### config.mk
export PLATFORM = sky130hd
export DESIGN_NAME = accumulator_alu_with_flags
export DESIGN_NICKNAME = d
export VERILOG_FILES = /design/src/hw/rtl/accalu_pkg.sv /design/src/hw/rtl/accumulator_alu_with_flags.sv
export VERILOG_INCLUDE_DIRS = /design/src /design/src/hw/rtl
export SDC_FILE = /design/constraint.sdc
export NUM_CORES = 1
export LEC_CHECK = 0
export ABC_AREA = 1
export BUFFER_PORTS_ARGS = -buffer_cell sky130_fd_sc_hd__clkbuf_2
export CAP_MARGIN = 30
export CORE_MARGIN = 10
export CORE_UTILIZATION = 30
export CTS_CLUSTER_DIAMETER = 60
export DETAILED_ROUTE_END_ITERATION = 8
export SLEW_MARGIN = 20
export SYNTH_ARGS = -nofsm -noshare
export SYNTH_HDL_FRONTEND = slang
export SYNTH_SLANG_ARGS = --single-unit
### constraint.sdc
create_clock -name clock -period 11.05 [get_ports clock]
set_clock_uncertainty 0.2 [all_clocks]
set_input_delay 1.105 -clock clock [delete_from_list [all_inputs] [get_ports clock]]
set_output_delay 1.105 -clock clock [all_outputs]
set_load 0.05 [all_outputs]
### src/hw/rtl/accumulator_alu_with_flags_defines.svh
// Assertion macros for the accumulator ALU.
`ifndef ACCUMULATOR_ALU_WITH_FLAGS_DEFINES_SVH
`define ACCUMULATOR_ALU_WITH_FLAGS_DEFINES_SVH

// The consequent must hold in the same cycle as the antecedent.
`define ACCALU_ASSERT_IMPLY(label, ante, cons, msg) \
   label: assert property (@(posedge clock) disable iff (reset) (ante) |-> (cons)) \
      else $error(msg);

// The signal must keep its value into the cycle after the antecedent.
`define ACCALU_ASSERT_HOLD(label, ante, sig, msg) \
   label: assert property (@(posedge clock) disable iff (reset) (ante) |=> $stable(sig)) \
      else $error(msg);

`endif

### src/hw/rtl/accalu_pkg.sv
// Package with the operation codes and flag type of the accumulator ALU.
package accalu_pkg;

   // Widths of the item fields.
   localparam int KindWidth = 5;
   localparam int DataWidth = 8;

   // Operation codes.
   localparam logic [KindWidth-1:0] KIND_ADD  = 5'd0;
   localparam logic [KindWidth-1:0] KIND_ADC  = 5'd1;
   localparam logic [KindWidth-1:0] KIND_SUB  = 5'd2;
   localparam logic [KindWidth-1:0] KIND_SBB  = 5'd3;
   localparam logic [KindWidth-1:0] KIND_AND  = 5'd4;
   localparam logic [KindWidth-1:0] KIND_XOR  = 5'd5;
   localparam logic [KindWidth-1:0] KIND_OR   = 5'd6;
   localparam logic [KindWidth-1:0] KIND_CMP  = 5'd7;
   localparam logic [KindWidth-1:0] KIND_INR  = 5'd8;
   localparam logic [KindWidth-1:0] KIND_DCR  = 5'd9;
   localparam logic [KindWidth-1:0] KIND_DAA  = 5'd10;
   localparam logic [KindWidth-1:0] KIND_RLC  = 5'd11;
   localparam logic [KindWidth-1:0] KIND_RRC  = 5'd12;
   localparam logic [KindWidth-1:0] KIND_RAL  = 5'd13;
   localparam logic [KindWidth-1:0] KIND_RAR  = 5'd14;
   localparam logic [KindWidth-1:0] KIND_CMA  = 5'd15;
   localparam logic [KindWidth-1:0] KIND_CMC  = 5'd16;
   localparam logic [KindWidth-1:0] KIND_STC  = 5'd17;
   localparam logic [KindWidth-1:0] KIND_LOAD = 5'd18;

   // Decimal adjust constants.
   localparam logic [DataWidth-1:0] DAA_LOW_CORR  = 8'h06;
   localparam logic [DataWidth-1:0] DAA_HIGH_CORR = 8'h60;
   localparam logic [3:0]           DAA_DIGIT_MAX = 4'd9;

   // Processor status flags.
   typedef struct packed {
      logic sign;
      logic zero;
      logic aux;
      logic parity;
      logic carry;
   } flags_type;

endpackage

### src/hw/rtl/accumulator_alu_with_flags.sv
// Eight-bit accumulator ALU with sign, zero, auxiliary carry, parity and carry flags.
//
// Usage:
// - The request channel (req_valid/req_ready) carries one item: an operation
//   code req_kind and an operand byte req_operand.
// - The response channel (rsp_valid/rsp_ready) returns one item per request:
//   the produced byte, the accumulator and the five flags after the operation.
// - A request is captured in an input register; the ALU logic reads it from
//   there together with the accumulator and flags, and once the response
//   register is free or being taken, the result is written to it while the
//   state is updated. A request passes the input register and then the
//   response register before rsp_valid rises.
// - While the receiver does not stall, throughput is one item per cycle; the
//   accumulator and flags feed back through the single ALU pass, so each item
//   sees the state its predecessor left.
// - When the receiver stalls, the response register holds its item and the
//   input register takes one more request; ready then drops until the
//   response is taken.
// - Reset clears the accumulator, all flags and both valid bits.
module accumulator_alu_with_flags (
   input  logic       clock,
   input  logic       reset,
   input  logic       req_valid,
   output logic       req_ready,
   input  logic [4:0] req_kind,
   input  logic [7:0] req_operand,
   output logic       rsp_valid,
   input  logic       rsp_ready,
   output logic [7:0] rsp_result_value,
   output logic [7:0] rsp_acc_out,
   output logic       rsp_sign_out,
   output logic       rsp_zero_out,
   output logic       rsp_aux_out,
   output logic       rsp_parity_out,
   output logic       rsp_carry_out
);

`include "accumulator_alu_with_flags_defines.svh"

   // Input register.
   logic       in_valid_ff;
   logic [4:0] in_kind_ff;
   logic [7:0] in_operand_ff;

   // Architectural state.
   logic [7:0]            acc_ff;
   logic [7:0]            acc_in;
   accalu_pkg::flags_type flags_ff;
   accalu_pkg::flags_type flags_in;

   // Response register.
   logic       rsp_valid_ff;
   logic [7:0] rsp_result_ff;
   logic [7:0] result_in;

   logic advance;
   logic blocked;
   logic side_item;

   // ALU internals.
   logic       sub_op;
   logic [7:0] add_b;
   logic       add_cin;
   logic [8:0] add_sum;
   logic [4:0] nib_sum;
   logic [7:0] szp_src;
   logic       szp_en;
   logic [7:0] daa_corr;
   logic       daa_high;
   logic [7:0] inc_val;
   logic [7:0] dec_val;

   // The item moves into the response register when that register is free or its item is taken.
   assign advance   = in_valid_ff && (!rsp_valid_ff || rsp_ready);
   assign req_ready = !in_valid_ff || advance;

   // Conditions watched by the checks at the end of the module.
   assign blocked   = in_valid_ff && rsp_valid_ff && !rsp_ready;
   assign side_item = advance && ((in_kind_ff == accalu_pkg::KIND_INR) ||
                                  (in_kind_ff == accalu_pkg::KIND_DCR));

   // Decimal adjust correction from the accumulator digits and flags.
   always_comb begin
      daa_corr = '0;
      daa_high = 1'b0;
      if (flags_ff.aux || (acc_ff[3:0] > accalu_pkg::DAA_DIGIT_MAX)) begin
         daa_corr = daa_corr | accalu_pkg::DAA_LOW_CORR;
      end
      if (flags_ff.carry || (acc_ff[7:4] > accalu_pkg::DAA_DIGIT_MAX) ||
          ((acc_ff[7:4] >= accalu_pkg::DAA_DIGIT_MAX) &&
           (acc_ff[3:0] > accalu_pkg::DAA_DIGIT_MAX))) begin
         daa_corr = daa_corr | accalu_pkg::DAA_HIGH_CORR;
         daa_high = 1'b1;
      end
   end

   // Shared adder operands; subtraction adds the complement.
   always_comb begin
      sub_op  = 1'b0;
      add_b   = in_operand_ff;
      add_cin = 1'b0;
      case (in_kind_ff)
         accalu_pkg::KIND_ADC: begin
            add_cin = flags_ff.carry;
         end
         accalu_pkg::KIND_SUB, accalu_pkg::KIND_CMP: begin
            sub_op  = 1'b1;
            add_b   = ~in_operand_ff;
            add_cin = 1'b1;
         end
         accalu_pkg::KIND_SBB: begin
            sub_op  = 1'b1;
            add_b   = ~in_operand_ff;
            add_cin = ~flags_ff.carry;
         end
         accalu_pkg::KIND_DAA: begin
            add_b = daa_corr;
         end
         default: begin
            add_cin = 1'b0;
         end
      endcase
   end

   assign add_sum = {1'b0, acc_ff} + {1'b0, add_b} + {8'd0, add_cin};
   assign nib_sum = {1'b0, acc_ff[3:0]} + {1'b0, add_b[3:0]} + {4'd0, add_cin};
   assign inc_val = in_operand_ff + 8'd1;
   assign dec_val = in_operand_ff - 8'd1;

   // Operation decode: next accumulator, flags and produced byte.
   always_comb begin
      acc_in    = acc_ff;
      flags_in  = flags_ff;
      szp_src   = acc_ff;
      szp_en    = 1'b0;
      result_in = '0;
      case (in_kind_ff)
         accalu_pkg::KIND_ADD, accalu_pkg::KIND_ADC,
         accalu_pkg::KIND_SUB, accalu_pkg::KIND_SBB: begin
            acc_in         = add_sum[7:0];
            flags_in.carry = add_sum[8] ^ sub_op;
            flags_in.aux   = nib_sum[4];
            szp_src        = add_sum[7:0];
            szp_en         = 1'b1;
         end
         accalu_pkg::KIND_CMP: begin
            flags_in.carry = add_sum[8] ^ sub_op;
            flags_in.aux   = nib_sum[4];
            szp_src        = add_sum[7:0];
            szp_en         = 1'b1;
         end
         accalu_pkg::KIND_AND: begin
            acc_in         = acc_ff & in_operand_ff;
            flags_in.carry = 1'b0;
            flags_in.aux   = acc_ff[3] | in_operand_ff[3];
            szp_src        = acc_ff & in_operand_ff;
            szp_en         = 1'b1;
         end
         accalu_pkg::KIND_XOR: begin
            acc_in         = acc_ff ^ in_operand_ff;
            flags_in.carry = 1'b0;
            flags_in.aux   = 1'b0;
            szp_src        = acc_ff ^ in_operand_ff;
            szp_en         = 1'b1;
         end
         accalu_pkg::KIND_OR: begin
            acc_in         = acc_ff | in_operand_ff;
            flags_in.carry = 1'b0;
            flags_in.aux   = 1'b0;
            szp_src        = acc_ff | in_operand_ff;
            szp_en         = 1'b1;
         end
         accalu_pkg::KIND_INR: begin
            flags_in.aux = (inc_val[3:0] == 4'd0);
            szp_src      = inc_val;
            szp_en       = 1'b1;
         end
         accalu_pkg::KIND_DCR: begin
            flags_in.aux = (in_operand_ff[3:0] != 4'd0);
            szp_src      = dec_val;
            szp_en       = 1'b1;
         end
         accalu_pkg::KIND_DAA: begin
            acc_in         = add_sum[7:0];
            flags_in.carry = flags_ff.carry | daa_high;
            flags_in.aux   = nib_sum[4];
            szp_src        = add_sum[7:0];
            szp_en         = 1'b1;
         end
         accalu_pkg::KIND_RLC: begin
            acc_in         = {acc_ff[6:0], acc_ff[7]};
            flags_in.carry = acc_ff[7];
         end
         accalu_pkg::KIND_RRC: begin
            acc_in         = {acc_ff[0], acc_ff[7:1]};
            flags_in.carry = acc_ff[0];
         end
         accalu_pkg::KIND_RAL: begin
            acc_in         = {acc_ff[6:0], flags_ff.carry};
            flags_in.carry = acc_ff[7];
         end
         accalu_pkg::KIND_RAR: begin
            acc_in         = {flags_ff.carry, acc_ff[7:1]};
            flags_in.carry = acc_ff[0];
         end
         accalu_pkg::KIND_CMA: begin
            acc_in = ~acc_ff;
         end
         accalu_pkg::KIND_CMC: begin
            flags_in.carry = ~flags_ff.carry;
         end
         accalu_pkg::KIND_STC: begin
            flags_in.carry = 1'b1;
         end
         accalu_pkg::KIND_LOAD: begin
            acc_in = in_operand_ff;
         end
         default: begin
            acc_in = acc_ff;
         end
      endcase

      // Sign, zero and even parity from the produced byte.
      if (szp_en) begin
         flags_in.sign   = szp_src[7];
         flags_in.zero   = (szp_src == 8'd0);
         flags_in.parity = ~^szp_src;
      end

      // Increment and decrement report their own value, all else the accumulator.
      if (in_kind_ff == accalu_pkg::KIND_INR) begin
         result_in = inc_val;
      end else if (in_kind_ff == accalu_pkg::KIND_DCR) begin
         result_in = dec_val;
      end else begin
         result_in = acc_in;
      end
   end

   // Input register: valid under reset, payload only on capture.
   always_ff @(posedge clock) begin
      if (reset) begin
         in_valid_ff <= 1'b0;
      end else if (req_ready) begin
         in_valid_ff <= req_valid;
      end
      if (req_valid && req_ready) begin
         in_kind_ff    <= req_kind;
         in_operand_ff <= req_operand;
      end
   end

   // Accumulator and flags change only when an item passes the ALU.
   always_ff @(posedge clock) begin
      if (reset) begin
         acc_ff   <= '0;
         flags_ff <= '0;
      end else if (advance) begin
         acc_ff   <= acc_in;
         flags_ff <= flags_in;
      end
   end

   // Response register.
   always_ff @(posedge clock) begin
      if (reset) begin
         rsp_valid_ff <= 1'b0;
      end else if (advance) begin
         rsp_valid_ff <= 1'b1;
      end else if (rsp_ready) begin
         rsp_valid_ff <= 1'b0;
      end
      if (advance) begin
         rsp_result_ff <= result_in;
      end
   end

   assign rsp_valid        = rsp_valid_ff;
   assign rsp_result_value = rsp_result_ff;
   assign rsp_acc_out      = acc_ff;
   assign rsp_sign_out     = flags_ff.sign;
   assign rsp_zero_out     = flags_ff.zero;
   assign rsp_aux_out      = flags_ff.aux;
   assign rsp_parity_out   = flags_ff.parity;
   assign rsp_carry_out    = flags_ff.carry;

   // A full input stage is the only reason to refuse a request.
   `ACCALU_ASSERT_IMPLY(a_ready_low_full, !req_ready, blocked, "request refused unblocked")
   // The state must not move while no item passes the ALU.
   `ACCALU_ASSERT_HOLD(a_acc_hold, !advance, acc_ff, "accumulator changed without an item")
   `ACCALU_ASSERT_HOLD(a_flags_hold, !advance, flags_ff, "flags changed without an item")
   // Increment and decrement leave the accumulator as it was.
   `ACCALU_ASSERT_IMPLY(a_side_acc, side_item, acc_in == acc_ff, "inr or dcr changed acc")

endmodule

-- Word-level counts from Yosys, hierarchy flattened
Cells that the tools add are included.
- flip-flop bits (word level): 36
- input bits: 17
- logic and storage cells: 93
- add/sub/neg operators: 6
- $lt $le $gt $ge: 3
- equal/unequal tests: 18
- multiplexer cells: 15
- bitwise gates (word level): 9
- reductions and logical operators: 31
- operator list (cell ; count):
    one-hot mux 8 bit (10 select lines) ; 1
    one-hot mux 8 bit (6 select lines) ; 1
    equality test 5 x 4 -> 1 bit (second input constant) ; 8
    equality test 5 x 3 -> 1 bit (second input constant) ; 4
    two-way mux 8 bit ; 2
    NOT 8 bit ; 2
    one-hot mux 8 bit (2 select lines) ; 1
    equality test 5 bit (second input constant) ; 3
    OR reduction 11 bit ; 1
    equality test 5 x 2 -> 1 bit (second input constant) ; 2
    OR reduction 5 bit ; 2
    adder 8 x 8 -> 9 bit ; 1
    adder 9 x 1 -> 9 bit ; 1
    adder 8 x 1 -> 8 bit (second input constant) ; 1
    bitwise AND 8 bit ; 1
    > comparator 4 bit (second input constant) ; 2
    logical NOT 8 bit ; 1
    OR 8 bit ; 1
    OR reduction 2 bit ; 4
    XNOR reduction 8 bit ; 1
    subtractor 8 x 1 -> 8 bit (second input constant) ; 1
    bitwise XOR 8 bit ; 1
    two-way mux 7 bit ; 1
    one-hot mux 1 bit (7 select lines) ; 1
    other kinds (23) ; 38

-- Logic depth before layout (Yosys ltp)
- depth after elaboration: 10
- depth in mapped cells: 24
- mapped depth without buffers: 23

-- Worst setup path before layout
No wires, ideal clock.
- path type: register to register
- start point: register in_kind_ff[0]
- end point: register flags_ff, in the netlist rsp_parity_out
- library setup time: 0.074 ns
- arrival: 3.606 ns
- path slack: 7.170 ns
- stages on the path, launching flop included: 22
- path buffers: 0
- cells stage by stage: edfxtp_1 -> nand2_1 -> inv_1 -> nand2_2 -> nand2_4 -> inv_2 -> nand2_4 -> nand2_1 -> o21ai_0 -> fa_1 -> fa_1 -> nand3b_1 -> nand2_1 -> a21oi_1 -> or2_2 -> nand2_1 -> nor2_1 -> o22ai_1 -> ha_1 -> xnor2_1 -> or2_2 -> a31oi_1
- longest elaborated chain between the ends: 7
- elaborated cells between the ends (all ways): 23
- those cells by class: add/sub: 2; eq/ne: 10; mux: 4; reduce/logical: 7
- ends and longest elaborated chain (element ; line ; source):
    start, declared ; accumulator_alu_with_flags.sv:42 ; logic [4:0] in_kind_ff;
    start signal, assigned ; accumulator_alu_with_flags.sv:248 ; in_kind_ff <= req_kind;
    equality test 5 x 3 -> 1 bit / equality test 5 x 2 -> 1 bit (equally long branches) ; accumulator_alu_with_flags.sv:102, accumulator_alu_with_flags.sv:137 ;
    OR reduction 3 bit (no line) ; n/a ;
    one-hot mux 8 bit (2 select lines) ; accumulator_alu_with_flags.sv:102 ; case (in_kind_ff)
    adder 8 x 8 -> 9 bit ; accumulator_alu_with_flags.sv:125 ; assign add_sum = {1'b0, acc_ff} + {1'b0, add_b} + {8'd0, add_cin};
    adder 9 x 1 -> 9 bit ; accumulator_alu_with_flags.sv:125 ;
    one-hot mux 8 bit (6 select lines) ; accumulator_alu_with_flags.sv:137 ; case (in_kind_ff)
    XNOR reduction 8 bit ; accumulator_alu_with_flags.sv:227 ; flags_in.parity = ~^szp_src;
    end signal, assigned ; accumulator_alu_with_flags.sv:260 ; flags_ff <= flags_in;
    end, declared ; accumulator_alu_with_flags.sv:48 ; accalu_pkg::flags_type flags_ff;
Parallel ways exist; a longest one is shown, timed or not.
A chain may end at the register's enable or synchronous reset.

-- Final worst setup path
- start point: register in_kind_ff[4]
- end point: register flags_ff, in the netlist rsp_parity_out
Same word-level chain as after synthesis.

==> metrics.csv <==
stage;metric;value;unit
routing;final WL;13.10;mm
logic_synthesis;area leader, netlist;edfxtp_1;
power;leakage power;0.001961;uW
routing;DRT Pass-1 Iters;5;
setup_path;Worst setup SP type;register;
clocking;H-tree depth;2;
timing;Pins Over Slew Limit;0;
logic_synthesis;EDFF count, synth;21;
floorplan;Core Area;11560;um^2
placed_design;Post-DP HPWL;10.48;mm
finish;Syn-to-layout area delta;13.72;%
global_route;first-pass GRT wire length;20.64;mm
clocking;Clock Pin Slew Worst Setup and Hold Paths;60;ps
logic_synthesis;register area share after synthesis;25.84;%
logic_synthesis;ys async rst share;0;%
finish;most frequent cells in the layout;nand2_1 (128), inv_1 (71), nor2_1 (59);
logic_synthesis;syn_nets;595;
worst_hold_path;min-delay worst type;register to register;
clocking;CTS Root Buffer Type;clkbuf_16;
timing;RSZ-0062 raised after global routing;false;
placed_design;PortBufs;39;
setup_path;CP Class;register to register;
finish;share of layout cells above drive strength 1;12.33;%
setup_path;crit-path max FO;9;
finish;diode count;0;
floorplan;initial core utilization;31.15;%
global_route;initial antenna violation count;0;
routing;drt via density;5.293;
status;run status;completed;
floorplan;Row Count;39;
timing;f_max;0.2292;GHz
logic_synthesis;Synth Register Bits;36;
clocking;# hold bufs at CTS;0;
global_route;largest net degree at the start of global routing;24;
timing;setup TNS;0;ps
setup_path;worst endpoint required time;11060;ps
setup_path;CP arrival;4380;ps
logic_synthesis;Main synth FF type;edfxtp_1;
power;Power Dens Cells;118.3;nW/um^2
global_route;Tot GR Track Use;15.86;%
clocking;Max Root-Sink Buffers;2;
clocking;CTS sink count;36;
timing;Hold Fails Final Rpt;0;
global_route;grt total ovfl;0;
routing;per-cell routed wire length;18.02;um
routing;routed vias;3848;
floorplan;Die Area;16790;um^2
clocking;clk_lat worst skew;290;ps
logic_synthesis;Syn Area/Cell;6.622;um^2
floorplan;# IOs;40;
timing;period utilization;39.49;%
routing;1st-iter DRT viols;321;
logic_synthesis;Syn Inst Count;544;
power;Overall Power;484.8;uW
power;VDD IR max;49.83;uV
logic_synthesis;Post-Syn Area;3602;um^2
logic_synthesis;top post-synthesis cells by area;edfxtp_1 (18%), nand2_1 (13%), ha_1 (11%), dfxtp_1 (8.3%), inv_1 (7.4%);
finish;final net count;634;
floorplan;die span in x;129.6;um
timing;actual slew at the worst max-slew pin;903.1;ps
timing;setup violators final;0;
clocking;Post-CTS Repair Setup Buffers;0;
logic_synthesis;Yosys top cell area share;17.51;%
floorplan;Die Y-Extent;129.6;um
clocking;PostCTS Resize Cnt;0;
timing;Rel. slew slack;39.57;%
finish;most common cell after layout, fill and taps aside;nand2_1;
clocking;Num CTS Buffers;5;
logic_synthesis;Cell variety after synth;39;
global_route;vias in the first global route;3805;
placed_design;gpl congestion;0.9550;
routing;post-route ant nets;0;
job;Max Cap Viol;0;
routing;# DRC;0;
timing;Period minus WS final;4364;ps
clocking;CTS tree;done;
logic_synthesis;total number of yosys warnings;0;
timing;hold_ws;295.4;ps
setup_path;CP Capture Type;register;
[report_power, final]
| part | internal (uW) | switching, uW |
|---|---|---|
| Combinational | 46.4 | 102 |
| Sequential | 153 | 15.8 |
| Clock | 112 | 55.8 |
| Total | 311 | 174 |
[final cells by class]
type,instances,area (um^2)
Timing Repair Buffer,39,195.2
Multi-Input combinational cell,421,2316
Clock inverter,2,33.78
Tap cell,143,178.9
Clock buffer,6,138.9
Inverter,80,302.8
Sequential cell,36,930.9
Fill cell,1245,7468
[synthesized netlist by cell type (4+ instances only)]
cell and number:
nand2_1 128, inv_2 6, o22ai_1 12, nor3_1 15
ha_1 32, inv_1 71, nand4_1 13, xor2_1 5
nand2_2 5, a21oi_1 31, o211ai_1 5, nand3_1 45
or2_2 4, edfxtp_1 21, dfxtp_1 15, o21ai_0 32
nand3b_1 4, o21ai_1 5, nor2_1 59
[sequential cells by signal, summed over array words and instances, names as in the netlist]
name / cells
rsp_zero_out: 1
in_operand_ff: 8
rsp_acc_out: 8
rsp_valid: 1
rsp_carry_out: 1
rsp_result_value: 8
rsp_aux_out: 1
in_kind_ff: 5
rsp_parity_out: 1
rsp_sign_out: 1
in_valid_ff: 1
[per-stage QoR]
| stage | util, % | instance area, um^2 | worst slack, ps | instances |
|---|---|---|---|---|
| 2_1_floorplan | - | 3602 | 7170 | 544 |
| 3_3_place_gp | 33.93 | 3924 | 6843 | 719 |
| 3_5_place_dp | 33.93 | 3924 | 6750 | 719 |
| 4_1_cts | 35.42 | 4096 | 6705 | 727 |
| 5_1_grt | 35.42 | 4096 | 6326 | 727 |
| 6_report | 35.42 | 4096 | 6686 | 727 |
[critical path: stages, from the launching register on]
cell and delay [ps]:
edfxtp_1 560, inv_4 110, nand2_2 110, nor2_4 50, nand2_2 100, nand2_4 90, inv_2 90, nand2_4 90
nand2_1 60, o21ai_0 110, fa_1 460, fa_1 430, nand3b_1 170, nand2_1 150, a21oi_1 100, or2_2 290
nand2_1 70, nor2_1 40, o22ai_1 150, ha_1 270, xnor2_1 140, or2_2 290, a31oi_1 140
[kinds of logic after synthesis]
| logic type | count (synthesis) | synth area share [%] |
|---|---|---|
| AOI/OAI and AO/OA | 97 | 15.18 |
| xor gates and xnor gates | 8 | 1.945 |
| adders and majority gates | 34 | 12.23 |
| buffers and inverters | 87 | 9.865 |
| DFF | 36 | 25.84 |
| and+or+nand+nor | 282 | 34.94 |
[metal layers]
metal  up-vias  global-route usage (%)  wire, um
li1       1909                       -         -
met1      1722                   19.73      5667
met2       175                   25.41      5725
met3        42                   3.711      1130
met4         0                   7.474       578
met5         -                       0         0
[path summary, 6_finish.rpt]
path                                                    end  slack [ps]  cells past startpoint                      start
worst max-delay path            rsp_parity_out$_SDFFE_PP0P_        6690                     22    in_kind_ff[4]$_DFFE_PP_
worst min register to register    rsp_zero_out$_SDFFE_PP0P_         300                      2  rsp_zero_out$_SDFFE_PP0P_
worst max register to register  rsp_parity_out$_SDFFE_PP0P_        6690                     22    in_kind_ff[4]$_DFFE_PP_
worst min-delay path              rsp_zero_out$_SDFFE_PP0P_         300                      2  rsp_zero_out$_SDFFE_PP0P_
Note: power is estimated with default switching activity, not from simulation.
